### config.mk
export PLATFORM = sky130hd
export DESIGN_NAME = hilbert_key_encoder_3d_top
export DESIGN_NICKNAME = d
export VERILOG_FILES = /design/src/sv/hke3d_pkg.sv /design/src/sv/hilbert_key_encoder_3d_top.sv
export SDC_FILE = /design/constraint.sdc
export NUM_CORES = 2
export LEC_CHECK = 0
export BUFFER_PORTS_ARGS = -buffer_cell sky130_fd_sc_hd__buf_2
export CORE_ASPECT_RATIO = 1.4
export CORE_MARGIN = 10
export CORE_UTILIZATION = 25
export DETAILED_ROUTE_END_ITERATION = 8
export SLEW_MARGIN = 15
export SYNTH_ARGS = -nofsm -noshare
export SYNTH_HDL_FRONTEND = slang
export SYNTH_SLANG_ARGS = --single-unit
### constraint.sdc
create_clock -name i_clk -period 14.7 [get_ports i_clk]
set_clock_uncertainty 0.15 [all_clocks]
set_input_delay 0.735 -clock i_clk [delete_from_list [all_inputs] [get_ports i_clk]]
set_output_delay 0.735 -clock i_clk [all_outputs]
set_load 0.005 [all_outputs]
### src/sv/hke3d_pkg.sv
// Shared types, seed tables and the constant Hilbert transition table.
package hke3d_pkg;

    localparam int KEY_W     = 64;
    localparam int DEPTH_W   = 5;
    localparam int CORNER_W  = 2;
    localparam int AXIS_W    = 2;
    localparam int CFG_IDX_W = 2;
    localparam int CFG_DAT_W = 5;

    // Configuration register indexes.
    localparam logic [CFG_IDX_W-1:0] CFG_KEY_DEPTH    = 2'd0;
    localparam logic [CFG_IDX_W-1:0] CFG_START_CORNER = 2'd1;
    localparam logic [CFG_IDX_W-1:0] CFG_PATH_AXIS    = 2'd2;

    // Reset values.
    localparam logic [DEPTH_W-1:0]  RST_KEY_DEPTH    = 5'd21;
    localparam logic [CORNER_W-1:0] RST_START_CORNER = 2'd0;
    localparam logic [AXIS_W-1:0]   RST_PATH_AXIS    = 2'd0;

    // Walk state carried between levels.
    typedef struct packed {
        logic [KEY_W-1:0]    key;
        logic [CORNER_W-1:0] sc;
        logic [AXIS_W-1:0]   ax;
    } t_walk;

    // Table entry: {digit[2:0], next corner[1:0], next axis[1:0]}, index {sc, ax, oct}.
    localparam int LUT_IDX_W = CORNER_W + AXIS_W + 3;
    localparam int LUT_ENT_W = 3 + CORNER_W + AXIS_W;
    typedef logic [(1 << LUT_IDX_W)-1:0][LUT_ENT_W-1:0] t_lut;

    localparam logic [2:0] CORNER_MASK [4] = '{3'd0, 3'd3, 3'd5, 3'd6};
    localparam logic [1:0] MASK_TO_CORNER [8] =
        '{2'd0, 2'd0, 2'd0, 2'd1, 2'd0, 2'd2, 2'd3, 2'd0};
    localparam logic [2:0] AXIS_MASK [3] = '{3'd4, 3'd2, 3'd1};
    localparam logic [1:0] BIG_STEP [3][8] = '{
        '{2'd1, 2'd2, 2'd1, 2'd0, 2'd1, 2'd2, 2'd1, 2'd0},
        '{2'd0, 2'd2, 2'd0, 2'd1, 2'd0, 2'd2, 2'd0, 2'd1},
        '{2'd0, 2'd1, 2'd0, 2'd2, 2'd0, 2'd1, 2'd0, 2'd2}
    };
    localparam logic [1:0] LITTLE_STEP [3][8] = '{
        '{2'd1, 2'd2, 2'd2, 2'd0, 2'd0, 2'd2, 2'd2, 2'd1},
        '{2'd0, 2'd2, 2'd2, 2'd1, 2'd1, 2'd2, 2'd2, 2'd0},
        '{2'd0, 2'd1, 2'd1, 2'd2, 2'd2, 2'd1, 2'd1, 2'd0}
    };

    // Elaboration-time table build. Axis code 3 rows mirror axis code 2.
    function automatic t_lut f_build_lut();
        t_lut       lut;
        logic [2:0] oct;
        logic [2:0] cm;
        logic [2:0] bm;
        logic [2:0] lm;
        lut = '0;
        for (int ax = 0; ax < 3; ax++) begin
            for (int sc = 0; sc < 4; sc++) begin
                oct = CORNER_MASK[sc];
                cm  = CORNER_MASK[sc];
                for (int j = 0; j < 8; j++) begin
                    bm = AXIS_MASK[BIG_STEP[ax][j]];
                    lm = AXIS_MASK[LITTLE_STEP[ax][j]];
                    lut[{2'(sc), 2'(ax), oct}] =
                        {3'(j), MASK_TO_CORNER[cm], LITTLE_STEP[ax][j]};
                    oct = oct ^ bm;
                    cm  = cm ^ (bm ^ lm);
                end
            end
        end
        for (int sc = 0; sc < 4; sc++) begin
            for (int o = 0; o < 8; o++) begin
                lut[{2'(sc), 2'd3, 3'(o)}] = lut[{2'(sc), 2'd2, 3'(o)}];
            end
        end
        return lut;
    endfunction

    localparam t_lut HILBERT_LUT = f_build_lut();

endpackage

### src/sv/hilbert_key_encoder_3d_top.sv
// 3D Peano-Hilbert key encoder: pipelined level walk over a constant transition table.
//
// Usage:
//   Input channel: i_valid / o_stall with i_coord_x, i_coord_y, i_coord_z.
//   A transaction is taken at a rising edge with i_valid high and o_stall low.
//   Output channel: o_valid / i_stall with o_spatial_key, one key per input.
//   Configuration: i_cfg_we, i_cfg_index, i_cfg_data; 0 = key_depth,
//   1 = start_corner, 2 = path_axis. Write only while the pipeline is empty.
// Pipeline: each stage resolves three levels, with three table lookups
//   chained per stage. Throughput: one transaction per cycle while the output is not stalled.
// Key: a leading 1, then one 3-bit digit per level from bit key_depth-1 down;
//   levels at or above key_depth pass the walk state through unchanged, so a
//   depth above COORD_BITS saturates on its own and depth 0 gives key 1.
// Reset: synchronous active low; empties the pipeline and restores
//   key_depth = 21, start_corner = 0, path_axis = 0.
// Stall: when the last stage holds a key and i_stall is high the whole
//   pipeline freezes and o_stall rises; nothing is dropped or repeated.
module hilbert_key_encoder_3d_top #(
    parameter int COORD_BITS = 21
) (
    input  logic                                 i_clk,
    input  logic                                 i_rst_n,
    // configuration write port
    input  logic                                 i_cfg_we,
    input  logic [hke3d_pkg::CFG_IDX_W-1:0]      i_cfg_index,
    input  logic [hke3d_pkg::CFG_DAT_W-1:0]      i_cfg_data,
    // input channel
    input  logic                                 i_valid,
    output logic                                 o_stall,
    input  logic [COORD_BITS-1:0]                i_coord_x,
    input  logic [COORD_BITS-1:0]                i_coord_y,
    input  logic [COORD_BITS-1:0]                i_coord_z,
    // output channel
    output logic                                 o_valid,
    input  logic                                 i_stall,
    output logic [hke3d_pkg::KEY_W-1:0]          o_spatial_key
);

    // Levels resolved per pipeline stage and the resulting stage count.
    localparam int LPS  = 3;
    localparam int NSTG = (COORD_BITS + LPS - 1) / LPS;
    // Coordinates are held for all stages except the last.
    localparam int CSTG = (NSTG > 1) ? NSTG - 1 : 1;

    // Configuration registers.
    logic [hke3d_pkg::DEPTH_W-1:0]  r_key_depth;
    logic [hke3d_pkg::CORNER_W-1:0] r_start_corner;
    logic [hke3d_pkg::AXIS_W-1:0]   r_path_axis;

    always_ff @(posedge i_clk) begin
        if (!i_rst_n) begin
            r_key_depth    <= hke3d_pkg::RST_KEY_DEPTH;
            r_start_corner <= hke3d_pkg::RST_START_CORNER;
            r_path_axis    <= hke3d_pkg::RST_PATH_AXIS;
        end else if (i_cfg_we) begin
            unique case (i_cfg_index)
                hke3d_pkg::CFG_KEY_DEPTH:    r_key_depth    <= i_cfg_data;
                hke3d_pkg::CFG_START_CORNER: r_start_corner <= i_cfg_data[1:0];
                hke3d_pkg::CFG_PATH_AXIS:    r_path_axis    <= i_cfg_data[1:0];
                default: ;  // index beyond the register list: ignored
            endcase
        end
    end

    // Pipeline registers.
    logic [NSTG-1:0]          r_vld;
    hke3d_pkg::t_walk         r_walk [NSTG];
    logic [COORD_BITS-1:0]    r_x [CSTG];
    logic [COORD_BITS-1:0]    r_y [CSTG];
    logic [COORD_BITS-1:0]    r_z [CSTG];

    // Stage inputs and per-level walk nodes.
    hke3d_pkg::t_walk         w_walk [NSTG][LPS+1];
    logic [COORD_BITS-1:0]    c_x [NSTG];
    logic [COORD_BITS-1:0]    c_y [NSTG];
    logic [COORD_BITS-1:0]    c_z [NSTG];

    // Global advance: frozen only while the finished key waits.
    logic adv;
    assign adv     = !(r_vld[NSTG-1] && i_stall);
    assign o_stall = !adv;

    for (genvar s = 0; s < NSTG; s++) begin : g_stg
        if (s == 0) begin : g_head
            assign w_walk[0][0] = '{key: hke3d_pkg::KEY_W'(1),
                                    sc:  r_start_corner,
                                    ax:  r_path_axis};
            assign c_x[0] = i_coord_x;
            assign c_y[0] = i_coord_y;
            assign c_z[0] = i_coord_z;
        end else begin : g_body
            assign w_walk[s][0] = r_walk[s-1];
            assign c_x[s] = r_x[s-1];
            assign c_y[s] = r_y[s-1];
            assign c_z[s] = r_z[s-1];
        end

        for (genvar k = 0; k < LPS; k++) begin : g_lvl
            localparam int LV = COORD_BITS - 1 - (s * LPS + k);
            if (LV >= 0) begin : g_act
                logic [2:0]                       oct;
                logic [hke3d_pkg::LUT_ENT_W-1:0]  ent;
                hke3d_pkg::t_walk                 nxt;
                assign oct = {c_z[s][LV], c_y[s][LV], c_x[s][LV]};
                assign ent = hke3d_pkg::HILBERT_LUT[{w_walk[s][k].sc, w_walk[s][k].ax, oct}];
                always_comb begin
                    nxt = w_walk[s][k];
                    // only the low key_depth levels contribute a digit
                    if (hke3d_pkg::DEPTH_W'(LV) < r_key_depth) begin
                        nxt.key = {w_walk[s][k].key[hke3d_pkg::KEY_W-4:0], ent[6:4]};
                        nxt.sc  = ent[3:2];
                        nxt.ax  = ent[1:0];
                    end
                end
                assign w_walk[s][k+1] = nxt;
            end else begin : g_pad
                assign w_walk[s][k+1] = w_walk[s][k];
            end
        end

        always_ff @(posedge i_clk) begin
            if (!i_rst_n) begin
                r_vld[s] <= 1'b0;
            end else if (adv) begin
                r_vld[s] <= (s == 0) ? i_valid : r_vld[(s == 0) ? 0 : s-1];
            end
        end

        always_ff @(posedge i_clk) begin
            if (adv) begin
                r_walk[s] <= w_walk[s][LPS];
            end
        end

        if (s < NSTG - 1) begin : g_crd
            always_ff @(posedge i_clk) begin
                if (adv) begin
                    r_x[s] <= c_x[s];
                    r_y[s] <= c_y[s];
                    r_z[s] <= c_z[s];
                end
            end
        end
    end

    assign o_valid       = r_vld[NSTG-1];
    assign o_spatial_key = r_walk[NSTG-1].key;

    // ------------------------------------------------------------------
    // Assertions
    // ------------------------------------------------------------------

    // An accepted transaction lands in the first stage.
    a_enter: assert property (@(posedge i_clk) disable iff (!i_rst_n)
        (i_valid && !o_stall) |=> r_vld[0])
        else $error("accepted transaction missing from first stage");

    // A waiting key freezes every stage's valid bit.
    a_freeze: assert property (@(posedge i_clk) disable iff (!i_rst_n)
        (r_vld[NSTG-1] && i_stall) |=> $stable(r_vld))
        else $error("pipeline moved while output stalled");

    // Zero depth encodes no levels.
    a_zero_depth: assert property (@(posedge i_clk) disable iff (!i_rst_n)
        (o_valid && (r_key_depth == '0)) |-> (o_spatial_key == hke3d_pkg::KEY_W'(1)))
        else $error("depth zero key is not one");

    // Full depth puts the leading one at the top level's position.
    a_full_depth: assert property (@(posedge i_clk) disable iff (!i_rst_n)
        (o_valid && (r_key_depth >= hke3d_pkg::DEPTH_W'(COORD_BITS)))
        |-> o_spatial_key[3*COORD_BITS])
        else $error("leading key bit misplaced at full depth");

endmodule

# ---- After elaboration in Yosys (flattened, before gate mapping)
# Memory sizes are Yosys's and may differ from the RTL's.
# Index checks and enable logic that the tools add are counted.
dict set report classes {
  n_mux 43
  n_reduce_logical 5
  magnitude_cmp 42
  eq_ne 2
}
# operator count
set ops {}
lappend ops {{2-to-1 mux 68 bit} 20}
lappend ops {{< comparator 7 x 8 -> 1 bit, second input constant} 21}
lappend ops {{2-to-1 mux 7 bit} 21}
lappend ops {{< comparator 4 x 5 -> 1 bit, first input constant} 8}
lappend ops {{< comparator 5 bit, first input constant} 5}
lappend ops {{< comparator 3 x 5 -> 1 bit, first input constant} 4}
lappend ops {{< comparator 1 x 5 -> 1 bit, first input constant} 2}
lappend ops {{< comparator 2 x 5 -> 1 bit, first input constant} 2}
lappend ops {{2-to-1 mux 8 bit} 1}
lappend ops {{AND reduction 2 bit} 3}
lappend ops {{== test 2 x 1 -> 1 bit, second input constant} 1}
lappend ops {{== test 2 bit, second input constant} 1}
lappend ops {{zero test 2 bit} 1}
lappend ops {{logical AND 1 bit} 1}
lappend ops {{2-to-1 mux 1 bit} 1}
dict set report totals {
  rom_bits 18816
  memories 25
  ramBits 854
  out_inout_bits 66
  reg_bits 16
  elab_cells 127
}
# name depth width read_ports rd_ports_with_merged_regs wr line_no
set mem_list {}
lappend mem_list {{(no name shown)} 128 7 1 0 0 hilbert_key_encoder_3d_top.sv:105} ;# assign ent = hke3d_pkg::HILBERT_LUT[{w_walk[s][k].sc, w_walk[s][k].ax, oct}];
lappend mem_list {{(no name shown)} 128 7 1 0 0 hilbert_key_encoder_3d_top.sv:105}
lappend mem_list {{(no name shown)} 128 7 1 0 0 hilbert_key_encoder_3d_top.sv:105}
lappend mem_list {{(no name shown)} 128 7 1 0 0 hilbert_key_encoder_3d_top.sv:105}
lappend mem_list {{(no name shown)} 128 7 1 0 0 hilbert_key_encoder_3d_top.sv:105}
lappend mem_list {{(no name shown)} 128 7 1 0 0 hilbert_key_encoder_3d_top.sv:105}
lappend mem_list {{+19 memories} n/a n/a n/a n/a n/a n/a}

# ---- Depth between registers and ports, before layout
# An unclocked memory read counts as a cell.
dict set report logic_depth {
  ltp_word 10
  ltp_mapped 18
}

# ---- Worst setup path after synthesis
# OpenSTA, ideal clock, no wires.
dict set report synth_path {
  path_kind {input to register}
  start {in i_stall}
  end {reg r_vld[6] (netlist: o_valid)}
  t_arrival_ns 14.554
  path_slack_ns -0.139
  path_stages 3
  setup_ns 0.135
  required_ns 14.415
  cell_sequence {nand2_1 -> clkinv_1 -> o21a_1}
}
dict set report synth_via {
  elab_chain_cells 1
}
# item line_no
set synth_rtl {}
lappend synth_rtl {{start: declaration} hilbert_key_encoder_3d_top.sv:35} ;# input logic i_stall,
lappend synth_rtl {{logical AND 1 bit} hilbert_key_encoder_3d_top.sv:80} ;# assign adv = !(r_vld[NSTG-1] && i_stall);
lappend synth_rtl {{named net o_stall} hilbert_key_encoder_3d_top.sv:29} ;# output logic o_stall,
lappend synth_rtl {{end signal: indexed assignment} hilbert_key_encoder_3d_top.sv:125} ;# r_vld[s] <= (s == 0) ? i_valid : r_vld[(s == 0) ? 0 : s-1];
lappend synth_rtl {{end: declaration} hilbert_key_encoder_3d_top.sv:66} ;# logic [NSTG-1:0] r_vld;
# The timed path passes the listed nets, and every way through them passes these cells.
# A chain may end at the register's enable or synchronous reset.

==> run metrics <==
status completed; Simple-Gate Fraction of Synth Area 0.160; GRT Max-Usage Layer met2; Adder-Cell Fraction of Synth Area 0.0711; post-synthesis xor/xnor area fraction 0.0285; max_slew headroom 0.214; Placer Congestion 0.852; first-pass GRT wire length around 150,000 um; # IOs 141; Worst setup SP type register; post-synthesis sequential element count roughly 500; kind of critical path reg2reg; post-CTS setup buffer count 0; Max IR drop VDD 0.000109 V; Final Cycle Share 0.398; Post-Syn Nets 4,029; CTS tree built; Post-Route WL 93,500 um; CP Capture Type register; Mapped Area around 0.036 mm2; CP required around 15,000 ps; share of layout cells above drive strength 1 0.116; worst hold path type in2reg; Compound-Gate Fraction of Synth Area 0.215; Power per Cell Area 196 mW/mm2; Max Slew Vio Count 0; largest net degree at the start of global routing 171; gr ovfl total 0; CTS Root Cell clkbuf_16; hold-critical path depth 1; DIE WIDTH between 300 and 400 um; synth warn 0; Clock Latency Late Sink 630 ps; Tmin final roughly 6000 ps; Sink Count a little under 500; fmax around 170 MHz; starting DRC count in detailed routing 1,821; met1 Resource Use GR 0.132; TritonCTS Buffers 53; core area 0.143 mm2; main combinational cell family by area after synthesis compound AO/OA/AOI/OAI gates; TritonRoute pass-1 iters 7; height of the die 468 um; Final Hold Violating Endpoints 0; number of global-route vias before repair 27,200; met3 Resource Use GR 0.0177; DRC viols 0; number of routed nets with antenna violations 0; post-synth cell types between 100 and 150; mux share of post-synthesis cell area 0.0734; gr usage total 0.111; Fin Setup TNS 0 ps; Clock Tree Buf Depth 3; via count about 28,000; LEAKAGE about 15 nW; endpoints failing setup 0; number of synthesized flops with an enable pin between 400 and 500; Reg clk slew, reported paths approximately 70 ps; number of port buffers 140; Crit path arrival time 6060 ps; initial core utilization 0.251; DPL Wire Length 67,000 um; Rows between 150 and 200; CTS H-Tree Depth 2; initial antenna violation count 17; Finished Core Util 0.279; Resized Gates After CTS 0; vias per inst 5.02; Nets around 4,000; FILL cells around 15,000; Least-Margin Pin Slew 1170 ps; cell count after synthesis 3,750; Max Cap Viol 0; Avg Cell Area, Syn between 9 and 10 um2; CTS Hold Bufs 0; FFs w/ async S/R, synth 0; R2R depth 12; grt met2 use 0.201; Post-synth top flop edfxtp_1; RSZ-0062 raised after global routing false; synthesis-to-layout area growth 11.1%; crit-path max FO 44; share of the yosys chip area belonging to registers 0.404; WL per Instance ~16 um; Die ar. 0.159 mm2
## sequential cells by signal, summed over array words and instances, names as in the netlist
name / count
r_z: 63
r_x: 63
r_walk: 283
r_start_corner: 2
r_key_depth: 5
o_valid: 1
r_path_axis: 2
r_vld: 6
r_y: 63
## routing by layer
metal / wire (um) / part of all wire
met2: 47100 / 0.50
met1: 39400 / 0.42
met4: 2590 / 0.028
met3: 4290 / 0.046
met5: 133 / 0.0014
## power by group
group	internal (W)	leakage, nW	switching [W]
clock network	0.000809	0.857	0.000578
logic	0.00170	8.78	0.00227
registers	0.00203	5.18	0.000442
## cell families (layout without fill, tap and decap cells)
logic type               after synthesis  after routing
AO/OA/AOI/OAI                       1091           1091
XOR/XNOR                             116            116
adder cells (fa/ha/maj)              204            204
flip-flops                           488            488
multiplexers                         231            231
buffers and inverters                386            394
AND/OR/NAND/NOR                     1234           1234
other                                  0              3
## cells in the mapped netlist (all sizes together), types with 93 or more instances
cell | count | share of area
ha | 204 | 0.071
edfxtp | 472 | 0.39
o21ai | 177 | 0.026
o22ai | 93 | 0.017
nor2b | 105 | 0.018
a211oi | 126 | 0.027
nor2 | 344 | 0.037
a21oi | 212 | 0.031
clkbuf | 145 | 0.015
buf | 125 | 0.021
nand2 | 443 | 0.046
a31oi | 112 | 0.021
inv | 104 | 0.011
mux2i | 167 | 0.047
## placed cells by master, fill, tap and decap left out, types with 12 or more instances in the layout
cell	n
nand2_1	440
o211ai_1	46
a221oi_1	14
mux4_2	21
clkinv_1	19
o221ai_1	18
inv_1	96
a21oi_1	203
nor2b_1	105
ha_1	204
nand2b_1	28
dfxtp_1	13
buf_2	140
mux2i_1	167
nor4_1	14
o2111ai_1	12
or3_1	54
buf_4	39
xnor2_1	79
nand3_1	62
clkbuf_16	55
nor2_1	332
a22oi_1	15
o31ai_1	52
a31oi_1	107
nand4_1	16
and2_1	40
and3_1	14
a211o_1	13
a21o_1	16
o21a_1	14
mux2_2	35
a211oi_1	124
edfxtp_1	472
xor2_1	36
o22ai_1	90
o21ai_1	21
nor3_1	56
o21ai_0	149
## metrics by stage
stage | cells | total power [W] | cell area, um2 | hold slack, ps | setup slack, ps
after floorplan | 3750 | 0.00560 | 35900 | 250 | 5710
after global placement | 5569 | 0.00637 | 38100 | 253 | 9020
after detailed placement | 5569 | 0.00643 | 38100 | 255 | 8950
after CTS | 5667 | 0.00786 | 39900 | 71.1 | 8950
after global routing | 5668 | 0.00841 | 39900 | 89.9 | 8430
final | 5670 | 0.00783 | 39900 | 126 | 8860
## cell type report
| cell class | instances | area [um2] | area share |
|---|---|---|---|
| multi-input combinational | 2876 | 19800 | 0.495 |
| sequential | 488 | 14500 | 0.363 |
| tap | 1909 | 2390 | 0.0599 |
| clock buffer | 63 | 1410 | 0.0352 |
| timing repair buffer | 180 | 1010 | 0.0254 |
| inverter | 116 | 438 | 0.0110 |
| clock inverter | 35 | 385 | 0.00966 |
| antenna | 3 | 7.51 | 0.000188 |
## worst paths after layout
kind	startpoint	endpoint	slack [ps]
setup / recovery	r_key_depth[4]$_SDFFE_PN1P_	r_walk[1][3]$_DFFE_PN_	8860
hold / removal	i_coord_x[17]	r_x[0][17]$_DFFE_PN_	130
setup reg to reg	r_key_depth[4]$_SDFFE_PN1P_	r_walk[1][3]$_DFFE_PN_	8860
hold reg to reg	r_x[2][4]$_DFFE_PN_	r_x[3][4]$_DFFE_PN_	260
## critical path, cell delays in order, from the launching register on
cell and delay, ps:
dfxtp_2 1030, inv_1 640, nor2_4 470, o41ai_2 150, o21ai_1 920, mux2_2 430, o22ai_1 190, a211oi_2 80
o21ai_2 560, nand2_2 240, or3_1 350, a211oi_1 220, o32ai_1 120
No activity file was read; power rests on OpenSTA's default activity.
